===== config.mk =====
export PLATFORM = sky130hd
export DESIGN_NAME = sorted_set_insert_delete
export DESIGN_NICKNAME = d
export VERILOG_FILES = /design/src/rtl/sisd_pkg.sv /design/src/rtl/sisd_cell.sv /design/src/rtl/sorted_set_insert_delete.sv
export VERILOG_INCLUDE_DIRS = /design/src /design/src/rtl
export SDC_FILE = /design/constraint.sdc
export NUM_CORES = 2
export LEC_CHECK = 0
export BUFFER_PORTS_ARGS = -buffer_cell sky130_fd_sc_hd__buf_2
export CORE_MARGIN = 2
export CORE_UTILIZATION = 55
export DETAILED_ROUTE_END_ITERATION = 7
export GPL_TIMING_DRIVEN = 0
export PLACE_DENSITY_LB_ADDON = 0.12
export RECOVER_POWER = 50
export SKIP_LAST_GASP = 1
export SLEW_MARGIN = 5
export SYNTH_ARGS = -nofsm -noshare
export SYNTH_HDL_FRONTEND = slang
export SYNTH_SLANG_ARGS = --single-unit

===== constraint.sdc =====
create_clock -name clk -period 6.5 [get_ports clk]
set_clock_uncertainty 0.2 [all_clocks]
set_input_delay 0.65 -clock clk [delete_from_list [all_inputs] [get_ports clk]]
set_output_delay 0.65 -clock clk [all_outputs]
set_load 0.1 [all_outputs]

===== src/rtl/assert_macros.svh =====
// Assertion helpers used by the top level of the sorted set block.
// Holds macro definitions only; no dependencies.
`ifndef ASSERT_MACROS_SVH
`define ASSERT_MACROS_SVH

// Property that must hold at every clock edge outside reset.
`define SISD_ASSERT(lbl, prop, msg) \
	lbl: assert property (@(posedge clk) disable iff (!arst_n) (prop)) else $error(msg);

// Antecedent in one cycle implies consequent in the next.
`define SISD_ASSERT_NEXT(lbl, ante, cons, msg) \
	lbl: assert property (@(posedge clk) disable iff (!arst_n) (ante) |=> (cons)) else $error(msg);

`endif


===== src/rtl/sisd_pkg.sv =====
// Types and constants of the sorted set block.
// No dependencies; imported by sisd_cell and sorted_set_insert_delete.
package sisd_pkg;

	localparam int CAPACITY = 32;
	localparam int CNT_W    = $clog2(CAPACITY + 1);
	localparam int VAL_W    = 32;
	localparam int MODE_W   = 2;
	localparam int STAT_W   = 3;

	// Stream widths, rounded up to whole bytes
	localparam int S_TDATA_W = ((MODE_W + VAL_W + 7) / 8) * 8;
	localparam int M_TDATA_W = ((STAT_W + VAL_W + 7) / 8) * 8;

	// Request modes
	localparam logic [MODE_W-1:0] MODE_INSERT = 2'd0;
	localparam logic [MODE_W-1:0] MODE_DELETE = 2'd1;
	localparam logic [MODE_W-1:0] MODE_DUMP   = 2'd2;

	// Result status codes
	typedef enum logic [STAT_W-1:0] {
		ST_INSERTED   = 3'd0,
		ST_DUPLICATE  = 3'd1,
		ST_REMOVED    = 3'd2,
		ST_NOT_FOUND  = 3'd3,
		ST_FULL       = 3'd4,
		ST_DUMP_ENTRY = 3'd5,
		ST_DUMP_EMPTY = 3'd6
	} status_t;

	// Broadcast control from the sequencer to every cell
	typedef struct packed {
		logic                    cmp;  // register compare flags against val
		logic                    ins;  // insert val at its sorted place
		logic                    del;  // close the gap at the matching entry
		logic                    rot;  // rotate one place towards cell 0
		logic signed [VAL_W-1:0] val;  // request value
	} cell_ctl_t;

endpackage


===== src/rtl/sisd_cell.sv =====
// One cell of the sorted chain: a stored value plus its compare flags.
// Depends on sisd_pkg.
module sisd_cell (
	input  logic                                  clk,
	input  logic                                  arst_n,
	input  sisd_pkg::cell_ctl_t                   ctl,
	input  logic                                  occ,        // cell holds a live entry
	input  logic                                  left_shift, // left neighbour moves in
	input  logic signed [sisd_pkg::VAL_W-1:0]     left_val,
	input  logic signed [sisd_pkg::VAL_W-1:0]     right_val,
	output logic signed [sisd_pkg::VAL_W-1:0]     val,
	output logic                                  gt,         // val above request
	output logic                                  eq          // val equals request
);
	import sisd_pkg::*;

	logic signed [VAL_W-1:0] val_q;
	logic                    gt_q;
	logic                    eq_q;
	logic signed [VAL_W-1:0] val_nxt;

	// Next value: shift right on insert, shift left on delete or rotate
	always_comb begin
		val_nxt = val_q;
		if (ctl.ins) begin
			if (left_shift)
				val_nxt = left_val;
			else if (gt_q || !occ)
				val_nxt = ctl.val;
		end else if (ctl.del) begin
			if (occ && (gt_q || eq_q))
				val_nxt = right_val;
		end else if (ctl.rot) begin
			val_nxt = right_val;
		end
	end

	// Stored value, no reset
	always_ff @(posedge clk) begin
		val_q <= val_nxt;
	end

	// Compare flags
	always_ff @(posedge clk or negedge arst_n) begin
		if (!arst_n) begin
			gt_q <= 1'b0;
			eq_q <= 1'b0;
		end else if (ctl.cmp) begin
			gt_q <= (val_q > ctl.val);
			eq_q <= (val_q == ctl.val);
		end
	end

	assign val = val_q;
	assign gt  = gt_q;
	assign eq  = eq_q;

endmodule


===== src/rtl/sorted_set_insert_delete.sv =====
// Top level of the sorted set: sequencer, output register and the cell chain.
// Depends on sisd_pkg, sisd_cell and assert_macros.svh.
//
// Usage:
//  Slave channel (s_*) takes requests: insert, delete or dump a set of
//  distinct signed 32-bit values held in ascending order, up to CAPACITY.
//  Master channel (m_*) gives results; m_tlast marks the final beat of the
//  results caused by one request.
//  Insert and delete give one status beat. A dump gives one beat per stored
//  value, lowest first, or a single dump-empty beat when the set is empty.
//  Sequence: a request first registers the compare flags in every cell
//  (S_CMP), then applies the shift (S_EXEC); the next request can be taken
//  in the apply step when the output register is free. The result sits in
//  the output register from the cycle after the apply cycle. A dump passes
//  the two request steps, enters the rotation (S_DUMP), then gives one beat
//  per entry as the chain rotates one place per beat past cell 0; the next
//  request is taken the cycle after the last beat is loaded. An empty dump
//  and mode three end after the apply step; mode three gives nothing.
//  When the receiver stalls, the block holds in its apply or dump step until
//  the output register frees up; the set is not touched meanwhile.
//  Reset empties the set at once; no clearing pass is needed.
`include "assert_macros.svh"

module sorted_set_insert_delete (
	input  logic                               clk,
	input  logic                               arst_n,
	input  logic                               s_tvalid,
	output logic                               s_tready,
	input  logic [sisd_pkg::S_TDATA_W-1:0]     s_tdata,  // mode[1:0], value[33:2]
	output logic                               m_tvalid,
	input  logic                               m_tready,
	output logic [sisd_pkg::M_TDATA_W-1:0]     m_tdata,  // status[2:0], stored_value[34:3]
	output logic                               m_tlast
);
	import sisd_pkg::*;

	typedef enum logic [1:0] {
		S_IDLE,
		S_CMP,
		S_EXEC,
		S_DUMP
	} state_t;

	state_t                  state_q;
	logic [MODE_W-1:0]       req_mode_q;
	logic signed [VAL_W-1:0] req_val_q;
	logic [CNT_W-1:0]        count_q;
	logic [CNT_W-1:0]        dump_idx_q;
	logic                    out_valid_q;
	status_t                 out_status_q;
	logic signed [VAL_W-1:0] out_val_q;
	logic                    out_last_q;

	cell_ctl_t               ctl;
	logic signed [VAL_W-1:0] vals  [CAPACITY];
	logic signed [VAL_W-1:0] lvals [CAPACITY];
	logic signed [VAL_W-1:0] rvals [CAPACITY];
	logic [CAPACITY-1:0]     occ;
	logic [CAPACITY-1:0]     gts;
	logic [CAPACITY-1:0]     eqs;
	logic [CAPACITY-1:0]     lshift;

	logic out_load;
	logic out_fire;
	logic hit;
	logic full;
	logic accept;
	logic dump_last;

	// Cell chain with neighbour wiring
	for (genvar i = 0; i < CAPACITY; i++) begin : g_cell
		assign occ[i] = (CNT_W'(i) < count_q);
		if (i == 0) begin : g_head
			assign lshift[i] = 1'b0;
			assign lvals[i]  = req_val_q;
		end else begin : g_body
			assign lshift[i] = occ[i-1] & gts[i-1];
			assign lvals[i]  = vals[i-1];
		end
		if (i == CAPACITY - 1) begin : g_tail
			assign rvals[i] = vals[0];
		end else begin : g_mid
			assign rvals[i] = (CNT_W'(i + 1) == count_q) ? vals[0] : vals[i+1];
		end

		sisd_cell u_cell (
			.clk        (clk),
			.arst_n     (arst_n),
			.ctl        (ctl),
			.occ        (occ[i]),
			.left_shift (lshift[i]),
			.left_val   (lvals[i]),
			.right_val  (rvals[i]),
			.val        (vals[i]),
			.gt         (gts[i]),
			.eq         (eqs[i])
		);
	end

	// Set-wide flags
	assign out_load  = !out_valid_q || m_tready;
	assign hit       = |(occ & eqs);
	assign full      = (count_q == CNT_W'(CAPACITY));
	assign dump_last = ((dump_idx_q + CNT_W'(1)) == count_q);
	assign accept    = s_tvalid && s_tready;

	// Output register takes a new beat this cycle
	assign out_fire = out_load && ((state_q == S_DUMP) || ((state_q == S_EXEC)
		&& ((req_mode_q inside {MODE_INSERT, MODE_DELETE})
		|| ((req_mode_q == MODE_DUMP) && (count_q == '0)))));

	// Request acceptance
	always_comb begin
		s_tready = 1'b0;
		case (state_q)
			S_IDLE: s_tready = 1'b1;
			S_EXEC: begin
				case (req_mode_q)
					MODE_INSERT, MODE_DELETE: s_tready = out_load;
					MODE_DUMP:                s_tready = out_load && (count_q == '0);
					default:                  s_tready = 1'b1;
				endcase
			end
			default: s_tready = 1'b0;
		endcase
	end

	// Broadcast control to the cells
	always_comb begin
		ctl     = '0;
		ctl.val = req_val_q;
		ctl.cmp = (state_q == S_CMP);
		ctl.ins = (state_q == S_EXEC) && (req_mode_q == MODE_INSERT) && !hit && !full
			&& out_load;
		ctl.del = (state_q == S_EXEC) && (req_mode_q == MODE_DELETE) && hit && out_load;
		ctl.rot = (state_q == S_DUMP) && out_load;
	end

	// Sequencer, fill count and output register
	always_ff @(posedge clk or negedge arst_n) begin
		if (!arst_n) begin
			state_q      <= S_IDLE;
			req_mode_q   <= MODE_INSERT;
			req_val_q    <= '0;
			count_q      <= '0;
			dump_idx_q   <= '0;
			out_valid_q  <= 1'b0;
			out_status_q <= ST_INSERTED;
			out_val_q    <= '0;
			out_last_q   <= 1'b0;
		end else begin
			if (out_fire)
				out_valid_q <= 1'b1;
			else if (m_tready)
				out_valid_q <= 1'b0;
			if (accept) begin
				req_mode_q <= s_tdata[MODE_W-1:0];
				req_val_q  <= s_tdata[MODE_W +: VAL_W];
			end
			case (state_q)
				S_IDLE: begin
					if (accept)
						state_q <= S_CMP;
				end
				S_CMP: state_q <= S_EXEC;
				S_EXEC: begin
					case (req_mode_q)
						MODE_INSERT: begin
							if (out_load) begin
								out_val_q   <= req_val_q;
								out_last_q  <= 1'b1;
								if (hit)
									out_status_q <= ST_DUPLICATE;
								else if (full)
									out_status_q <= ST_FULL;
								else begin
									out_status_q <= ST_INSERTED;
									count_q      <= count_q + CNT_W'(1);
								end
								state_q <= accept ? S_CMP : S_IDLE;
							end
						end
						MODE_DELETE: begin
							if (out_load) begin
								out_val_q   <= req_val_q;
								out_last_q  <= 1'b1;
								if (hit) begin
									out_status_q <= ST_REMOVED;
									count_q      <= count_q - CNT_W'(1);
								end else
									out_status_q <= ST_NOT_FOUND;
								state_q <= accept ? S_CMP : S_IDLE;
							end
						end
						MODE_DUMP: begin
							if (count_q == '0) begin
								if (out_load) begin
									out_status_q <= ST_DUMP_EMPTY;
									out_val_q    <= req_val_q;
									out_last_q   <= 1'b1;
									state_q      <= accept ? S_CMP : S_IDLE;
								end
							end else begin
								dump_idx_q <= '0;
								state_q    <= S_DUMP;
							end
						end
						default: state_q <= accept ? S_CMP : S_IDLE;
					endcase
				end
				S_DUMP: begin
					// cell 0 leaves, chain rotates one place
					if (out_load) begin
						out_status_q <= ST_DUMP_ENTRY;
						out_val_q    <= vals[0];
						out_last_q   <= dump_last;
						dump_idx_q   <= dump_idx_q + CNT_W'(1);
						if (dump_last)
							state_q <= S_IDLE;
					end
				end
				default: state_q <= S_IDLE;
			endcase
		end
	end

	// Output port
	assign m_tvalid = out_valid_q;
	assign m_tlast  = out_last_q;
	assign m_tdata  = {{(M_TDATA_W - STAT_W - VAL_W){1'b0}}, out_val_q, out_status_q};

	// Checks
	`SISD_ASSERT(a_count_range, count_q <= CNT_W'(CAPACITY), "fill count above capacity")
	`SISD_ASSERT_NEXT(a_count_stall, out_valid_q && !m_tready, $stable(count_q), "set changed")
	`SISD_ASSERT_NEXT(a_dump_bound, state_q == S_DUMP, dump_idx_q <= count_q, "dump overran")
	`SISD_ASSERT(a_no_take_busy, !(s_tready && (state_q == S_CMP || state_q == S_DUMP)), "busy")

endmodule

==> metrics.md <==
| Metric | Value |
|---|---|
| Critical path arrival | `about 7100 ps` |
| Design area | `101200 sq um` |
| DR iter-0 viols | `roughly 17k` |
| Worst EP required | `about 6800 ps` |
| Final min period | `roughly 6800 ps` |
| Complex-gate fraction of the synthesized area | `between 10% and 20%` |
| Via count | `about 90k` |
| # setup viols final | `250` |
| Maxcap violations | `8` |
| Crit. End Element | `register` |
| Yosys warning count | `0` |
| Violated checks | `DRC, capacitance limit, slew limit, setup timing` |
| Final Hold Vio Count | `0` |
| Comb power frac | `between 60% and 70%` |
| Drt pass-1 iters | `8` |
| Core area | `between 150000 and 200000 sq um` |
| Drt total wl | `448400 um` |
| Setup CP Type | `register to register` |
| Pin count of the biggest net entering global routing | `90` |
| Seq/Total Area, Yosys | `a little under two fifths` |
| Initial antenna violation count | `16` |
| Vias in the first global route | `about 80k` |
| Critical path fanouts, max | `22` |
| Commonest register cell after synthesis | `edfxtp_1` |
| Relative slew slack | `-87.60%` |
| RSZ-0062 raised after global routing | `yes` |
| Pint | `30.81 mW` |
| Max Slew Vio Count | `185` |
| # fillers | `14.30k` |
| Fraction of registers with async set/reset | `about an eighth` |
| Gpl congestion | `1.146` |
| Final Util | `~61%` |
| Overall Global Routing Usage | `50.89%` |
| CTS sink cnt | `1173` |
| Port Buffers | `between 70 and 80` |
| Clock Pin Slew Worst Setup and Hold Paths | `around 70 ps` |
| DP HPWL | `359800 um` |
| Cell variety after synth | `80` |
| Synth Area per Inst | `around 9.4 sq um` |
| Simple-Gate Fraction of Synth Area | `14.64%` |
| CTS HTree Levels | `4` |
| Drt wl/cell | `36.19 um` |
| Post-DP Area | `95890 sq um` |
| Worst min path class | `primary input to register` |
| Crit. path cell count | `14` |
| Peak Freq | `146.9 MHz` |
| Non-Filler Instances | `about 12k` |
| DRC violations left | `5` |
| # Post-CTS Setup Buffers | `0` |
| Worst hold endpoint | `req_val_q[13]` |
| Remaining Overflow, GRT | `0` |
| Power Density | `641.0 nW/um^2` |
| Via/cell ratio | `7.314` |
| Crit-path cells | `clkbuf_1 > inv_1 > ha_2 > or3b_2 > a21o_1 > a22oi_1 > and3_1 > nand3_2 > clkbuf_1 > clkbuf_1 > nand3_1 > o311ai_1 > a21oi_4 > buf_12` |
| Critical Path Slowest Stage Cell | `nand3_2` |
| Setup TNS | `-60560 ps` |
| Row Count | `149` |
| Final worst path period share | `104.7%` |
| R2R setup slack | `-310 ps` |
| Layout Nets | `11.15k` |
| Clock Path Buffers | `3` |
| Placed insts | `about 12k` |
| Area Overhead vs Synth | `10.56%` |
| Leakage | `between 40 and 50 nW` |
| DRT antenna net count | `0` |
| CTS tree | `built` |
| Initial Util | `a little under three fifths` |
| Syn Inst Count | `roughly 10k` |
| Psw | `~34 mW` |
| CTS buffer count | `between 100 and 150` |
| Post-Synth XOR/XNOR Area | `less than 1%` |
| Adder-cell area share of the yosys netlist | `around 14%` |
| #FFs+latches synth | `between 1k and 1.5k` |
| Pre-CTS setup slack | `-132.0 ps` |
| Reg2reg path depth | `14` |
| Slowest stage delay, CP | `between 600 and 700 ps` |
| Clock share of power | `~13%` |
| Run status | `finished with violations` |
| I/O Pins | `87` |
| Layout cells sized above 1 | `under 10%` |
| Later-pin clock latency in the skew report | `830 ps` |
| Global-route wire length before repair | `approximately 610000 um` |
| Worst R2R End | `g_cell[0].u_cell.val[25]` |
| Buf/Inv on CP | `5` |
| Mux share of post-synthesis cell area | `between 10% and 20%` |
| Startpoint Class | `register` |
| Die X | `a little over 400 um` |
| Slew @ Worst Pin | `2814 ps` |
| Seq pwr share | `between 20% and 30%` |
| Root Driver | `clkbuf_16` |
| Top delay family on crit path | `buffers and inverters` |
| Most used cell, CP | `clkbuf_1` |
| Number of synthesized flops with an enable pin | `1024` |
| Main combinational cell family by area after synthesis | `compound AO/OA/AOI/OAI gates` |
| Peak VDD IR | `a little under 0.5 mV` |
| Setup WS post-layout | `-305.9 ps` |
| Die height | `a little over 400 um` |
| Hold Path Stages | `2` |
| Hold wc startpoint | `s_tdata[15]` |
| Reg-to-reg startpoint | `count_q[0]` |
| Sw frac | `around 53%` |
| Die area | `roughly 170000 sq um` |
| Cell area after synthesis | `91560 sq um` |
-- cells in the final DEF, fill, tap and decap left out, types with 91 or more instances in the layout --
| master | count |
|---|---|
| edfxtp_1 | 1024 |
| nand2_1 | 1527 |
| o21ai_0 | 630 |
| a211oi_1 | 564 |
| a31oi_1 | 445 |
| nor2b_1 | 344 |
| mux2_2 | 383 |
| a21oi_1 | 548 |
| dfrtp_1 | 148 |
| clkbuf_1 | 674 |
| nand4_1 | 220 |
| nor2_1 | 538 |
| clkbuf_16 | 155 |
| buf_2 | 148 |
| ha_1 | 1034 |
| inv_1 | 91 |
| a21o_1 | 228 |
| mux2i_1 | 574 |
-- worst max path at each step --
| stage | from | end | slack [ps] |
|---|---|---|---|
| after global placement | count_q[0] | g_cell[4].u_cell.val[27] | -4900 |
| final | count_q[0] | g_cell[0].u_cell.val[25] | -310 |
| after floorplan | count_q[0] | g_cell[12].u_cell.val[0] | -110 |
| after global routing | count_q[0] | g_cell[18].u_cell.val[27] | -200 |
| after CTS | count_q[0] | g_cell[18].u_cell.val[27] | -120 |
| after detailed placement | count_q[0] | g_cell[26].u_cell.val[24] | -130 |
-- cells in the mapped netlist (10+ instances only) --
| library cell | n | area, sq um |
|---|---|---|
| nor3_1 | 56 | 280.3 |
| and2_1 | 27 | 168.9 |
| a21o_1 | 228 | 1712 |
| xor2_1 | 10 | 87.58 |
| or3_1 | 11 | 68.82 |
| o211ai_1 | 22 | 165.2 |
| a2111oi_0 | 25 | 219.0 |
| a31oi_1 | 445 | 2784 |
| nand2_1 | 1527 | 5732 |
| and3_1 | 27 | 168.9 |
| buf_1 | 15 | 56.30 |
| dfrtp_1 | 149 | 3729 |
| o22ai_1 | 37 | 231.5 |
| or2_2 | 11 | 68.82 |
| edfxtp_1 | 1024 | 30750 |
| buf_4 | 32 | 240.2 |
| xnor2_1 | 10 | 87.58 |
| mux2_2 | 383 | 4313 |
| nor2_1 | 539 | 2023 |
| nand4_1 | 220 | 1376 |
| nand3_1 | 69 | 345.3 |
| o31ai_1 | 26 | 195.2 |
| a211oi_1 | 565 | 4242 |
| ha_1 | 1035 | 12950 |
| nor4b_1 | 13 | 113.9 |
| mux2i_1 | 574 | 5746 |
| and4_1 | 18 | 157.7 |
| a311oi_1 | 33 | 289.0 |
| a21oi_1 | 550 | 2753 |
| nor4_1 | 38 | 237.7 |
| buf_2 | 107 | 535.5 |
| o221a_2 | 20 | 225.2 |
| o21a_1 | 34 | 255.2 |
| o21ai_0 | 631 | 3158 |
| nor2b_1 | 344 | 2152 |
| nand2b_1 | 35 | 219.0 |
| clkbuf_1 | 639 | 2399 |
| inv_1 | 91 | 341.6 |
-- registers in the layout, summed over array words and instances (netlist names) --
name               count
g_cell.u_cell.val   1024
g_cell.u_cell.eq      32
g_cell.u_cell.gt      32
out_val_q             32
req_val_q             32
count_q                6
dump_idx_q             6
out_status_q           3
req_mode_q             2
state_q                2
m_tlast                1
m_tvalid               1
-- per-stage QoR --
step / total power [mW] / hold slack [ps]
finish: 64.89 / 72.64
detailed placement: 53.32 / 238.7
floorplan: 38.09 / 154.4
CTS: 62.04 / 18.68
global placement: 51.53 / 286.4
global route: 66.86 / 68.41
-- layout make-up --
cell class | count | area (sq um) | share of cell area [%]
multi-input cells | 7678 | 53900 | 53.25
flip-flops and latches | 1173 | 34480 | 34.06
clock buffers | 207 | 4234 | 4.183
plain buffers | 793 | 3312 | 3.272
well taps | 2189 | 2739 | 2.706
repair buffers | 188 | 1602 | 1.582
clock inverters | 65 | 603.1 | 0.5958
inverters | 91 | 341.6 | 0.3375
diodes | 4 | 10.01 | 0.009889
-- power by group through the flow --
stage | clock, mW | combinational [mW] | sequential [mW]
2_1_floorplan | 0 | 22.1 | 16.0
3_3_place_gp | 0 | 34.3 | 17.2
3_5_place_dp | 0 | 36.3 | 17.0
4_1_cts | 8.53 | 36.6 | 16.9
5_1_grt | 8.79 | 40.8 | 17.2
6_report | 8.67 | 39.0 | 17.2
-- cells by family (layout without fill, tap and decap cells) --
family | Yosys count | in the layout
multiplexers | 958 | 958
buffers and inverters | 884 | 1344
XOR/XNOR | 20 | 20
other | 1 | 9
AND/OR/NAND/NOR | 2971 | 2971
flip-flops | 1173 | 1173
adder cells (fa/ha/maj) | 1036 | 1036
AO/OA/AOI/OAI | 2688 | 2688
-- metal layers --
metal	track usage [%]	vias to the layer above	share of wire (%)
met2	66.32	8424	37
met5	0	-	0.022
met4	23.19	14	5.6
li1	-	37304	-
met1	71.28	43604	39
met3	22.60	1256	18
-- what timing repair did --
action	CTS	global route
resized for setup	19	7
pin swaps	0	0
endpoints found under the hold margin	121	0
hold buffers	33	0
endpoints found under the setup margin	683	404
Power figures use the tool's default switching activity.
